**config.mk**
```make
export PLATFORM = sky130hd
export DESIGN_NAME = linear_interp_resampler_core
export DESIGN_NICKNAME = d
export VERILOG_FILES = /design/src/hw/rtl/lir_pkg.sv /design/src/hw/rtl/linear_interp_resampler_core.sv
export VERILOG_INCLUDE_DIRS = /design/src /design/src/hw/rtl
export SDC_FILE = /design/constraint.sdc
export NUM_CORES = 1
export LEC_CHECK = 0
export BUFFER_PORTS_ARGS = -buffer_cell sky130_fd_sc_hd__buf_2
export CAP_MARGIN = 15
export CORE_ASPECT_RATIO = 1.25
export CORE_UTILIZATION = 55
export DETAILED_ROUTE_END_ITERATION = 10
export MAX_ROUTING_LAYER = met4
export PLACE_DENSITY = 0.75
export SETUP_SLACK_MARGIN = 0.1
export SYNTH_ARGS = -nofsm -noshare
export SYNTH_HDL_FRONTEND = slang
export SYNTH_SLANG_ARGS = --single-unit
```
**constraint.sdc**
```tcl
create_clock -name i_clk -period 8.7 [get_ports i_clk]
set_input_delay 0.435 -clock i_clk [delete_from_list [all_inputs] [get_ports i_clk]]
set_output_delay 0.435 -clock i_clk [all_outputs]
set_load 0.01 [all_outputs]
```
**src/hw/rtl/linear_interp_resampler_core_defines.svh**
```systemverilog
// assertion macros for the linear interpolation resampler
// expects i_clk and i_rst_n in the scope where a macro is used
`ifndef LINEAR_INTERP_RESAMPLER_CORE_DEFINES_SVH
`define LINEAR_INTERP_RESAMPLER_CORE_DEFINES_SVH

// same-cycle implication, disabled while in reset
`define LIR_ASSERT_IMP(label, ante, cons, msg) \
    label: assert property (@(posedge i_clk) disable iff (!i_rst_n) (ante) |-> (cons)) \
        else $error(msg);

// next-cycle implication, disabled while in reset
`define LIR_ASSERT_NXT(label, ante, cons, msg) \
    label: assert property (@(posedge i_clk) disable iff (!i_rst_n) (ante) |=> (cons)) \
        else $error(msg);

`endif

```
**src/hw/rtl/lir_pkg.sv**
```systemverilog
// shared types for the linear interpolation resampler
// no dependencies
`timescale 1ns / 1ps

package lir_pkg;

    // extra integer bits of the rate step above the fraction (ratio up to 16)
    localparam int STEP_INT_BITS = 5;

    typedef enum logic [4:0] {
        S_IDLE  = 5'b00001,
        S_EVAL1 = 5'b00010,
        S_MUL   = 5'b00100,
        S_EVAL2 = 5'b01000,
        S_DONE  = 5'b10000
    } t_state;

endpackage

```
**src/hw/rtl/linear_interp_resampler_core.sv**
```systemverilog
// Sequence: an accepted word runs S_EVAL1 and the bit-serial multiply in S_MUL once per
// interpolated output when a previous sample is held, then S_EVAL2 for the held outputs
// on a last word, then S_DONE. One word at a time: the next is accepted only in S_IDLE, and
// output stalls hold S_MUL, S_EVAL2 and S_DONE until the staging register can take a result.
// Reset (sync, active low) clears the stream state and sets rate_step to 1.0.
// Depends on lir_pkg and linear_interp_resampler_core_defines.svh.
`timescale 1ns / 1ps
`include "linear_interp_resampler_core_defines.svh"

module linear_interp_resampler_core #(
    parameter int SAMPLE_WIDTH = 16,
    parameter int FRAC_BITS    = 16
) (
    input  logic                                        i_clk,
    input  logic                                        i_rst_n,
    input  logic                                        i_cfg_we,
    input  logic [FRAC_BITS+lir_pkg::STEP_INT_BITS-1:0] i_rate_step,
    input  logic                                        i_in_valid,
    output logic                                        o_in_ready,
    input  logic signed [SAMPLE_WIDTH-1:0]              i_in_sample,
    input  logic                                        i_in_last,
    output logic                                        o_out_valid,
    input  logic                                        i_out_ready,
    output logic signed [SAMPLE_WIDTH-1:0]              o_out_sample,
    output logic                                        o_run_last,
    output logic                                        o_stream_end
);

    localparam int SW  = SAMPLE_WIDTH;
    localparam int FB  = FRAC_BITS;
    localparam int STW = FB + lir_pkg::STEP_INT_BITS;
    localparam int PW  = STW + 1;
    localparam int CW  = $clog2(FB);

    localparam logic [STW-1:0] STEP_ONE = STW'(1) << FB;
    localparam logic [STW-1:0] STEP_MIN = STW'(1) << (FB - 4);
    localparam logic [STW-1:0] STEP_MAX = STW'(1) << (FB + 4);
    localparam logic [PW-1:0]  ONE_P    = PW'(1) << FB;
    localparam logic [PW-1:0]  TWO_P    = PW'(2) << FB;

    lir_pkg::t_state r_state, n_state;

    logic [STW-1:0]        r_rate_step, n_rate_step;
    logic [STW-1:0]        r_step, n_step;
    logic [PW-1:0]         r_phase, n_phase;
    logic [SW-1:0]         r_prev, n_prev;
    logic                  r_have_prev, n_have_prev;
    logic [SW-1:0]         r_cur, n_cur;
    logic                  r_last, n_last;

    // bit-serial multiplier: difference times fraction, lsb first
    logic signed [SW:0]    r_mcand, n_mcand;
    logic signed [SW+1:0]  r_acc, n_acc;
    logic [FB-1:0]         r_mplier, n_mplier;
    logic [CW-1:0]         r_cnt, n_cnt;

    // one-deep staging so run_last can be set once the run is known to end
    logic                  r_stg_v, n_stg_v;
    logic [SW-1:0]         r_stg, n_stg;

    logic                  r_out_valid, n_out_valid;
    logic [SW-1:0]         r_out_sample, n_out_sample;
    logic                  r_run_last, n_run_last;
    logic                  r_stream_end, n_stream_end;

    logic [PW-1:0]         phase_sum;
    logic [STW-1:0]        step_sat;
    logic signed [SW+1:0]  mul_add;
    logic signed [SW+1:0]  mul_sum;
    logic signed [SW+1:0]  mul_half;
    logic [SW+1:0]         lerp_sum;
    logic                  out_free;
    logic                  stage_ok;
    logic                  stage_en;
    logic [SW-1:0]         stage_val;

    assign phase_sum = r_phase + {1'b0, r_step};
    assign step_sat  = (r_rate_step < STEP_MIN) ? STEP_MIN :
                       ((r_rate_step > STEP_MAX) ? STEP_MAX : r_rate_step);
    assign mul_add   = r_mplier[0] ? {r_mcand[SW], r_mcand} : '0;
    assign mul_sum   = r_acc + mul_add;
    assign mul_half  = mul_sum >>> 1;
    // prev + floor((d*frac + half) / one): the last bit shifted out is the rounding bit
    assign lerp_sum  = {{2{r_prev[SW-1]}}, r_prev} + mul_half + {{(SW+1){1'b0}}, mul_sum[0]};
    assign out_free  = !r_out_valid || i_out_ready;
    assign stage_ok  = !r_stg_v || out_free;

    assign o_in_ready   = (r_state == lir_pkg::S_IDLE);
    assign o_out_valid  = r_out_valid;
    assign o_out_sample = r_out_sample;
    assign o_run_last   = r_run_last;
    assign o_stream_end = r_stream_end;

    always_comb begin
        n_state      = r_state;
        n_rate_step  = r_rate_step;
        n_step       = r_step;
        n_phase      = r_phase;
        n_prev       = r_prev;
        n_have_prev  = r_have_prev;
        n_cur        = r_cur;
        n_last       = r_last;
        n_mcand      = r_mcand;
        n_acc        = r_acc;
        n_mplier     = r_mplier;
        n_cnt        = r_cnt;
        n_stg_v      = r_stg_v;
        n_stg        = r_stg;
        n_out_valid  = r_out_valid;
        n_out_sample = r_out_sample;
        n_run_last   = r_run_last;
        n_stream_end = r_stream_end;
        stage_en     = 1'b0;
        stage_val    = r_cur;

        if (i_cfg_we) begin
            n_rate_step = i_rate_step;
        end
        if (r_out_valid && i_out_ready) begin
            n_out_valid = 1'b0;
        end

        unique case (r_state)
            lir_pkg::S_IDLE: begin
                if (i_in_valid) begin
                    n_cur  = i_in_sample;
                    n_last = i_in_last;
                    n_step = step_sat;
                    if (r_have_prev) begin
                        n_state = lir_pkg::S_EVAL1;
                    end else if (i_in_last) begin
                        n_state = lir_pkg::S_EVAL2;
                    end else begin
                        n_state = lir_pkg::S_DONE;
                    end
                end
            end
            lir_pkg::S_EVAL1: begin
                // on the last word stop once the next position passes the end
                if (r_phase < ONE_P && !(r_last && phase_sum > TWO_P)) begin
                    n_mcand  = {r_cur[SW-1], r_cur} - {r_prev[SW-1], r_prev};
                    n_acc    = '0;
                    n_mplier = r_phase[FB-1:0];
                    n_cnt    = CW'(FB - 1);
                    n_state  = lir_pkg::S_MUL;
                end else begin
                    n_phase = (r_phase >= ONE_P) ? (r_phase - ONE_P) : ONE_P;
                    n_state = r_last ? lir_pkg::S_EVAL2 : lir_pkg::S_DONE;
                end
            end
            lir_pkg::S_MUL: begin
                // the final shift waits until the result can be staged
                if (r_cnt != '0 || stage_ok) begin
                    n_acc    = mul_half;
                    n_mplier = r_mplier >> 1;
                    n_cnt    = r_cnt - CW'(1);
                    if (r_cnt == '0) begin
                        stage_en  = 1'b1;
                        stage_val = lerp_sum[SW-1:0];
                        n_phase   = phase_sum;
                        n_state   = lir_pkg::S_EVAL1;
                    end
                end
            end
            lir_pkg::S_EVAL2: begin
                // positions between the last sample and the end hold that sample
                if (r_phase < ONE_P && phase_sum <= ONE_P) begin
                    if (stage_ok) begin
                        stage_en  = 1'b1;
                        stage_val = r_cur;
                        n_phase   = phase_sum;
                    end
                end else begin
                    n_state = lir_pkg::S_DONE;
                end
            end
            lir_pkg::S_DONE: begin
                if (stage_ok) begin
                    if (r_stg_v) begin
                        n_out_valid  = 1'b1;
                        n_out_sample = r_stg;
                        n_run_last   = 1'b1;
                        n_stream_end = r_last;
                        n_stg_v      = 1'b0;
                    end
                    if (r_last) begin
                        n_prev      = '0;
                        n_have_prev = 1'b0;
                        n_phase     = '0;
                    end else begin
                        n_prev      = r_cur;
                        n_have_prev = 1'b1;
                    end
                    n_state = lir_pkg::S_IDLE;
                end
            end
            default: begin
                n_state = lir_pkg::S_IDLE;
            end
        endcase

        if (stage_en) begin
            if (r_stg_v) begin
                n_out_valid  = 1'b1;
                n_out_sample = r_stg;
                n_run_last   = 1'b0;
                n_stream_end = 1'b0;
            end
            n_stg_v = 1'b1;
            n_stg   = stage_val;
        end
    end

    always_ff @(posedge i_clk) begin
        if (!i_rst_n) begin
            r_state     <= lir_pkg::S_IDLE;
            r_rate_step <= STEP_ONE;
            r_phase     <= '0;
            r_prev      <= '0;
            r_have_prev <= 1'b0;
            r_stg_v     <= 1'b0;
            r_out_valid <= 1'b0;
        end else begin
            r_state     <= n_state;
            r_rate_step <= n_rate_step;
            r_phase     <= n_phase;
            r_prev      <= n_prev;
            r_have_prev <= n_have_prev;
            r_stg_v     <= n_stg_v;
            r_out_valid <= n_out_valid;
        end
    end

    always_ff @(posedge i_clk) begin
        r_step       <= n_step;
        r_cur        <= n_cur;
        r_last       <= n_last;
        r_mcand      <= n_mcand;
        r_acc        <= n_acc;
        r_mplier     <= n_mplier;
        r_cnt        <= n_cnt;
        r_stg        <= n_stg;
        r_out_sample <= n_out_sample;
        r_run_last   <= n_run_last;
        r_stream_end <= n_stream_end;
    end

    `LIR_ASSERT_IMP(a_end_marks_run, o_out_valid && o_stream_end, o_run_last, "stream end without run end")
    `LIR_ASSERT_IMP(a_mul_in_interval, r_state == lir_pkg::S_MUL, r_phase < ONE_P, "multiply outside interval")
    `LIR_ASSERT_NXT(a_stage_held, r_stg_v && r_out_valid && !i_out_ready, r_stg_v && $stable(r_stg), "staged word lost")
    `LIR_ASSERT_NXT(a_last_clears, r_state == lir_pkg::S_DONE && r_last && !r_stg_v, !r_have_prev && r_phase == '0, "stream state not cleared")
    `LIR_ASSERT_NXT(a_accept_busy, i_in_valid && o_in_ready, r_state != lir_pkg::S_IDLE, "accept did not start work")

endmodule

```
# Word level (Yosys, flattened, before mapping)
# Cells that the tools add are included.
totals:
  elab_cells: 135
  output_inout_bits: 20
  register_bits: 194
  in_bits: 43
op_classes:
  order_cmp: 6
  eq_ne: 15
  n_addsub: 7
  reduce_logical: 24
  muxes: 64
ops:
  columns: ["op", "count"]
  rows:
  - ["16-bit two-way mux", 11]
  - ["22-bit two-way mux", 8]
  - ["22-bit one-hot mux with 4 select lines", 1]
  - ["18-bit two-way mux", 3]
  - ["5-bit two-way mux", 9]
  - ["18-bit one-hot mux with 2 select lines", 1]
  - ["16-bit one-hot mux with 2 select lines", 1]
  - ["5-bit one-hot mux with 5 select lines", 1]
  - ["1-bit two-way mux", 24]
  - ["22-bit by 21-bit adder with 22-bit output", 1]
  - ["22-bit by 17-bit >= comparator with 1-bit output, second input constant", 1]
  - ["22-bit by 18-bit greater-than comparator with 1-bit output, second input constant", 1]
  - ["22-bit by 17-bit <= comparator with 1-bit output, second input constant", 1]
  - ["22-bit by 17-bit < comparator with 1-bit output, second input constant", 1]
  - ["22-bit by 17-bit subtractor with 22-bit output, second input constant", 1]
  - ["21-bit greater-than comparator, second input constant", 1]
  - ["21-bit by 13-bit < comparator with 1-bit output, second input constant", 1]
  - ["21-bit two-way mux", 1]
  - ["2-bit != test, second input constant", 10]
  - ["18-bit adder", 1]
  - ["16-bit by 16-bit subtractor with 17-bit output", 1]
  - ["16-bit by 1-bit adder with 16-bit output", 1]
  - ["16-bit adder", 1]
  - ["4-bit two-way mux", 2]
  - ["19 further kinds", 32]

# Logic depth before layout (Yosys ltp)
depth:
  ltp_word: 8
  mapped_depth: 21
  mapped_depth_nobuf: 20

# Worst setup path after synthesis
# No wires, ideal clock.
synth_path:
  path_type: "reg2reg"
  startpoint: "register r_step[5]"
  endpoint: "register r_acc[0] (enable)"
  path_stages_with_launch: 12
  slack_ns: 3.508
  synth_period_minus_slack_ns: 5.192
  required_ns: 8.256
  arrival_time_ns: 4.749
  setup_time_ns: 0.444
  n_path_buf: 1
  path_cell_list: "edfxtp_1 -> ha_1 -> buf_6 -> or2_4 -> a221oi_2 -> a31oi_1 -> mux2_4 -> or4_4 -> nor4_4 -> a41oi_4 -> o22a_1 -> a21oi_1"
synth_via:
  elab_chain_len: 7
synth_rtl:
  columns: ["item", "line_no", "text"]
  rows:
  - ["start, declared", "linear_interp_resampler_core.sv:44", "logic [STW-1:0] r_step, n_step;"]
  - ["start signal, assigned", "linear_interp_resampler_core.sv:235", "r_step <= n_step;"]
  - ["22-bit by 21-bit adder with 22-bit output", "linear_interp_resampler_core.sv:77", "assign phase_sum = r_phase + {1'b0, r_step};"]
  - ["22-bit by 18-bit greater-than comparator with 1-bit output", "linear_interp_resampler_core.sv:140", "if (r_phase < ONE_P && !(r_last && phase_sum > TWO_P)) begin"]
  - ["1-bit logical AND", "linear_interp_resampler_core.sv:140", null]
  - ["1-bit zero test", "linear_interp_resampler_core.sv:140", null]
  - ["1-bit logical AND", "linear_interp_resampler_core.sv:140", null]
  - ["2-bit != test (no line)", null, null]
  - ["3-bit AND reduction (no line)", null, null]
  - ["end signal, assigned", "linear_interp_resampler_core.sv:239", "r_acc <= n_acc;"]
  - ["end, declared", "linear_interp_resampler_core.sv:53", "logic signed [SW+1:0] r_acc, n_acc;"]
# Every way passes these cells.
# A chain may end at the register's enable or synchronous reset.

# Worst setup path after layout
layout_path:
  startpoint: "register r_mplier[0]"
  endpoint: "register r_stg[15], data pin"
layout_via:
  elab_chain_len: 7
layout_rtl:
  columns: ["item", "line_no", "text"]
  rows:
  - ["start, declared", "linear_interp_resampler_core.sv:54", "logic [FB-1:0] r_mplier, n_mplier;"]
  - ["start signal, assigned", "linear_interp_resampler_core.sv:240", "r_mplier <= n_mplier;"]
  - ["18-bit two-way mux", "linear_interp_resampler_core.sv:80", "assign mul_add = r_mplier[0] ? {r_mcand[SW], r_mcand} : '0;"]
  - ["18-bit adder", "linear_interp_resampler_core.sv:81", "assign mul_sum = r_acc + mul_add;"]
  - ["named net mul_sum[6]", "linear_interp_resampler_core.sv:69", "logic signed [SW+1:0] mul_sum;"]
  - ["16-bit adder", "linear_interp_resampler_core.sv:84", "assign lerp_sum = {{2{r_prev[SW-1]}}, r_prev} + mul_half + {{(SW+1){1'b0}}, mul_sum[0]};"]
  - ["16-bit by 1-bit adder with 16-bit output", "linear_interp_resampler_core.sv:84", null]
  - ["16-bit two-way mux", "linear_interp_resampler_core.sv:157", "if (r_cnt == '0) begin"]
  - ["16-bit two-way mux", "linear_interp_resampler_core.sv:153", "if (r_cnt != '0 || stage_ok) begin"]
  - ["16-bit two-way mux", null, null]
  - ["named net stage_val[15]", "linear_interp_resampler_core.sv:75", "logic [SW-1:0] stage_val;"]
  - ["end signal, assigned", "linear_interp_resampler_core.sv:242", "r_stg <= n_stg;"]
  - ["end, declared", "linear_interp_resampler_core.sv:59", "logic [SW-1:0] r_stg, n_stg;"]
# The timed path passes the listed nets, and every way through them passes these cells.

==> summary.txt <==
Synthesis
  – Register area share after synthesis: 43.7%
  – Yosys warnings: 0
  – Post-synth ARST share: 0%
  – Cell variety after synth: 78
  – Synth Instances: 1208
  – Number of flops mapped to enable cells by yosys: 125
  – Mapped Avg Cell Area: 9.68 µm²
  – Synth Cell Area: 11700 µm²
  – Main synth FF type: edfxtp_1
  – #FFs+latches synth: 193
  – Mapped Nets: 1327

Global routing
  – Grt ovf: 0
  – Initial antenna violation count: 0
  – Global-route wire length before repair: 42.4 mm
  – GRT Util Overall: 25.4%
  – Largest net degree at the start of global routing: 46
  – Vias in the first global route: 8601

Drt
  – Detailed-route via count: 9013
  – # DRC: 0
  – Total wire length: 26.0 mm
  – DRT Pass-1 Iters: 5
  – Final ANT Viol Nets: 0
  – First DRT Iteration DRCs: 857
  – Met2 Wirelength: 11.8 mm
  – DR vias/cell: 5.85
  – Top Layer Used: met4
  – Metal-1 WL: 12.3 mm
  – DR WL/cell: 16.9 µm
  – Detail Route met3 WL: 1.38 mm

CTS
  – TritonCTS clock tree: done
  – Number of hold buffers added after cts: 0
  – Post-CTS Resized: 0
  – Clk buf depth: 2
  – Root Driver: clkbuf_16
  – CTS Sinks: 193
  – CTS Buf Count: 17
  – Clk Latency, worst-skew pair: 0.45 ns
  – Clock-pin slew on the worst setup and hold paths: 0.08 ns
  – H-tree Lvls: 4
  – Buffer count from post-CTS setup fixing: 0

Floorplan
  – IO Pins: 63
  – Die Area: 21900 µm²
  – Die X: 132 µm
  – Rows: 59
  – Core Area: 20800 µm²
  – Die H: 165 µm
  – Initial Utilization: 56.2%

Status
  – Status: completed

Timing
  – Post-layout min period: 5.22 ns
  – Final TNS setup: 0 ns
  – Layout Skew: 0.0140 ns
  – Slew HR: 24.5%
  – Final Hold Fails: 0
  – Setup-failing EPs final: 0
  – Final worst path period share: 60.0%
  – RSZ-0062 raised after global routing: false
  – Max-slew violations: 0
  – Maximum clock frequency: 0.192 GHz
  – Least-Margin Pin Slew: 1.13 ns

Final layout
  – Fin area: 12800 µm²
  – ANT cells: 0
  – Core Util, Final: 61.7%
  – Final Non-Filler Cells: 1540
  – Share of layout cells above drive strength 1: 10.5%
  – Fillers: 1762
  – Reg area: 5110 µm²
  – Area taken by multi-input logic gates: 6110 µm²
  – Area growth syn-to-layout: 9.79%
  – Nets@finish: 1372

Worst setup path
  – Required @ worst endpoint: 8.85 ns
  – Critical Path AT: 5.37 ns
  – Crit-path max FO: 17
  – Element type at the critical path end: flop
  – Setup crit start kind: flop
  – Crit path kind: flop to flop

Place
  – Area after DPL: 12200 µm²
  – Buffers on Ports: 62
  – DP HPWL: 19.0 mm
  – Routability congestion estimate from global placement: 0.900
  – Post-Place Cells: 1508

Pwr
  – PD cells: 171 nW/µm²
  – P_int: 1.55 mW
  – Combinational power share: 15.5%
  – Sequential share of power: 48.5%
  – Leakage: 5.07 nW
  – Psw: 0.644 mW
  – Clk network pwr share: 36.0%
  – Total chip power: 2.20 mW
  – Switching part of the total: 29.3%
  – Max VDD drop: 139 µV

Hold path
  – Class of the worst hold path: input port to flop

Run
  – Max Cap Viol: 0
[routing by layer]
layer / track usage [%] / vias up
met5: - / -
met4: 9.30 / 0
met3: 3.35 / 39
met2: 39.8 / 273
met1: 33.9 / 4234
li1: - / 4467
[flip-flops by register name, indices dropped and copies added (netlist names), 16 cells and up, named ones only]
signal	cells
r_phase	22
r_rate_step	21
r_step	21
r_acc	17
r_mcand	17
r_cur	16
r_mplier	16
r_prev	16
r_stg	16
[worst max-delay path, cell delays in order, from the launching register on]
cell	delay, ns
edfxtp_1	0.61
and2_1	0.24
ha_1	0.21
fa_1	0.42
a21o_1	0.19
a31oi_1	0.22
a21boi_0	0.12
nor2_1	0.15
xnor2_1	0.10
ha_1	0.21
or2_2	0.29
a2111oi_0	0.58
o31ai_1	0.21
o41ai_1	0.59
o2111ai_1	0.21
a21oi_1	0.20
xnor2_1	0.15
xnor2_1	0.14
o21ai_0	0.08
[layout by cell type, fill, tap and decap left out, types with 22 or more instances in the layout]
| cell type | synthesis | layout |
|---|---|---|
| nor3_1 | 32 | 32 |
| a21oi_1 | 68 | 67 |
| ha_1 | 71 | 71 |
| and2_1 | 55 | 54 |
| inv_1 | 71 | 71 |
| xnor2_1 | 38 | 38 |
| dfxtp_1 | 68 | 68 |
| edfxtp_1 | 125 | 125 |
| buf_2 | 3 | 62 |
| nor2_1 | 92 | 92 |
| o21ai_0 | 54 | 54 |
| nand2_1 | 138 | 138 |
| nor3b_1 | 23 | 22 |
| nand3_1 | 30 | 30 |
| mux2i_1 | 57 | 57 |
[layout make-up]
| type | instances | area share, % |
|---|---|---|
| Inverter | 72 | 2.11 |
| Timing Repair Buffer | 70 | 3.04 |
| Tap cell | 274 | 2.67 |
| Multi-Input combinational cell | 899 | 47.6 |
| Clock inverter | 15 | 1.43 |
| Clock buffer | 17 | 3.31 |
| Sequential cell | 193 | 39.8 |
[kinds of logic after synthesis]
| kind of cell | after synthesis | synth area share [%] |
|---|---|---|
| AO/OA/AOI/OAI | 256 | 14.7 |
| XOR/XNOR | 49 | 3.67 |
| adder cells (fa/ha/maj) | 76 | 8.45 |
| buffers and inverters | 116 | 4.15 |
| flip-flops | 193 | 43.7 |
| multiplexers | 60 | 5.20 |
| AND/OR/NAND/NOR | 458 | 20.1 |
[power groups by stage]
stage | combinational, mW | sequential (mW) | clock, mW
finish | 0.341 | 1.07 | 0.791
global route | 0.376 | 1.07 | 0.837
CTS | 0.337 | 1.06 | 0.805
detailed placement | 0.334 | 1.08 | 0
global placement | 0.325 | 1.08 | 0
floorplan | 0.260 | 1.07 | 0
[synthesized netlist by cell type, drive strengths merged, types with 3 or more instances]
cell | n | area [µm²]
nand2 | 139 | 524
edfxtp | 125 | 3750
nor2 | 102 | 458
inv | 72 | 270
ha | 71 | 888
a21oi | 68 | 340
dfxtp | 68 | 1360
mux2i | 57 | 571
and2 | 55 | 344
o21ai | 55 | 275
xnor2 | 38 | 333
clkbuf | 32 | 120
nor3 | 32 | 160
nand3 | 30 | 150
nor3b | 23 | 173
a21o | 19 | 143
buf | 12 | 95.1
nor4 | 12 | 90.1
a211oi | 11 | 82.6
o21a | 11 | 83.8
o31ai | 11 | 82.6
xor2 | 11 | 96.3
nor2b | 10 | 62.6
a21boi | 9 | 67.6
and3 | 9 | 56.3
nand2b | 9 | 56.3
o211ai | 9 | 67.6
or3 | 9 | 56.3
nand3b | 6 | 45.0
o311ai | 6 | 70.1
a2111oi | 5 | 43.8
a211o | 5 | 43.8
a31oi | 5 | 31.3
fa | 5 | 100
nand4 | 5 | 31.3
o41ai | 5 | 43.8
or2 | 5 | 33.8
a221oi | 4 | 41.3
o2111ai | 4 | 35.0
o21bai | 4 | 30.0
o22ai | 4 | 25.0
and4 | 3 | 26.3
mux2 | 3 | 37.5
or4 | 3 | 26.3
[through the flow]
stage / hold WS (ns) / setup slack (ns)
after CTS: 0.141 / 3.45
after global placement: 0.458 / 3.63
after floorplan: 0.457 / 3.51
after global routing: 0.146 / 3.10
after detailed placement: 0.454 / 3.53
final: 0.155 / 3.48
[worst paths after layout]
path	cells after the start	slack (ns)	startpoint	end
min	1	0.16	i_in_sample[1]	r_cur[1]
max	18	3.48	r_mplier[0]	r_stg[15]
max reg2reg	18	3.48	r_mplier[0]	r_stg[15]
min reg2reg	1	0.48	o_stream_end	o_stream_end
No activity file was read; power rests on OpenSTA's default activity.
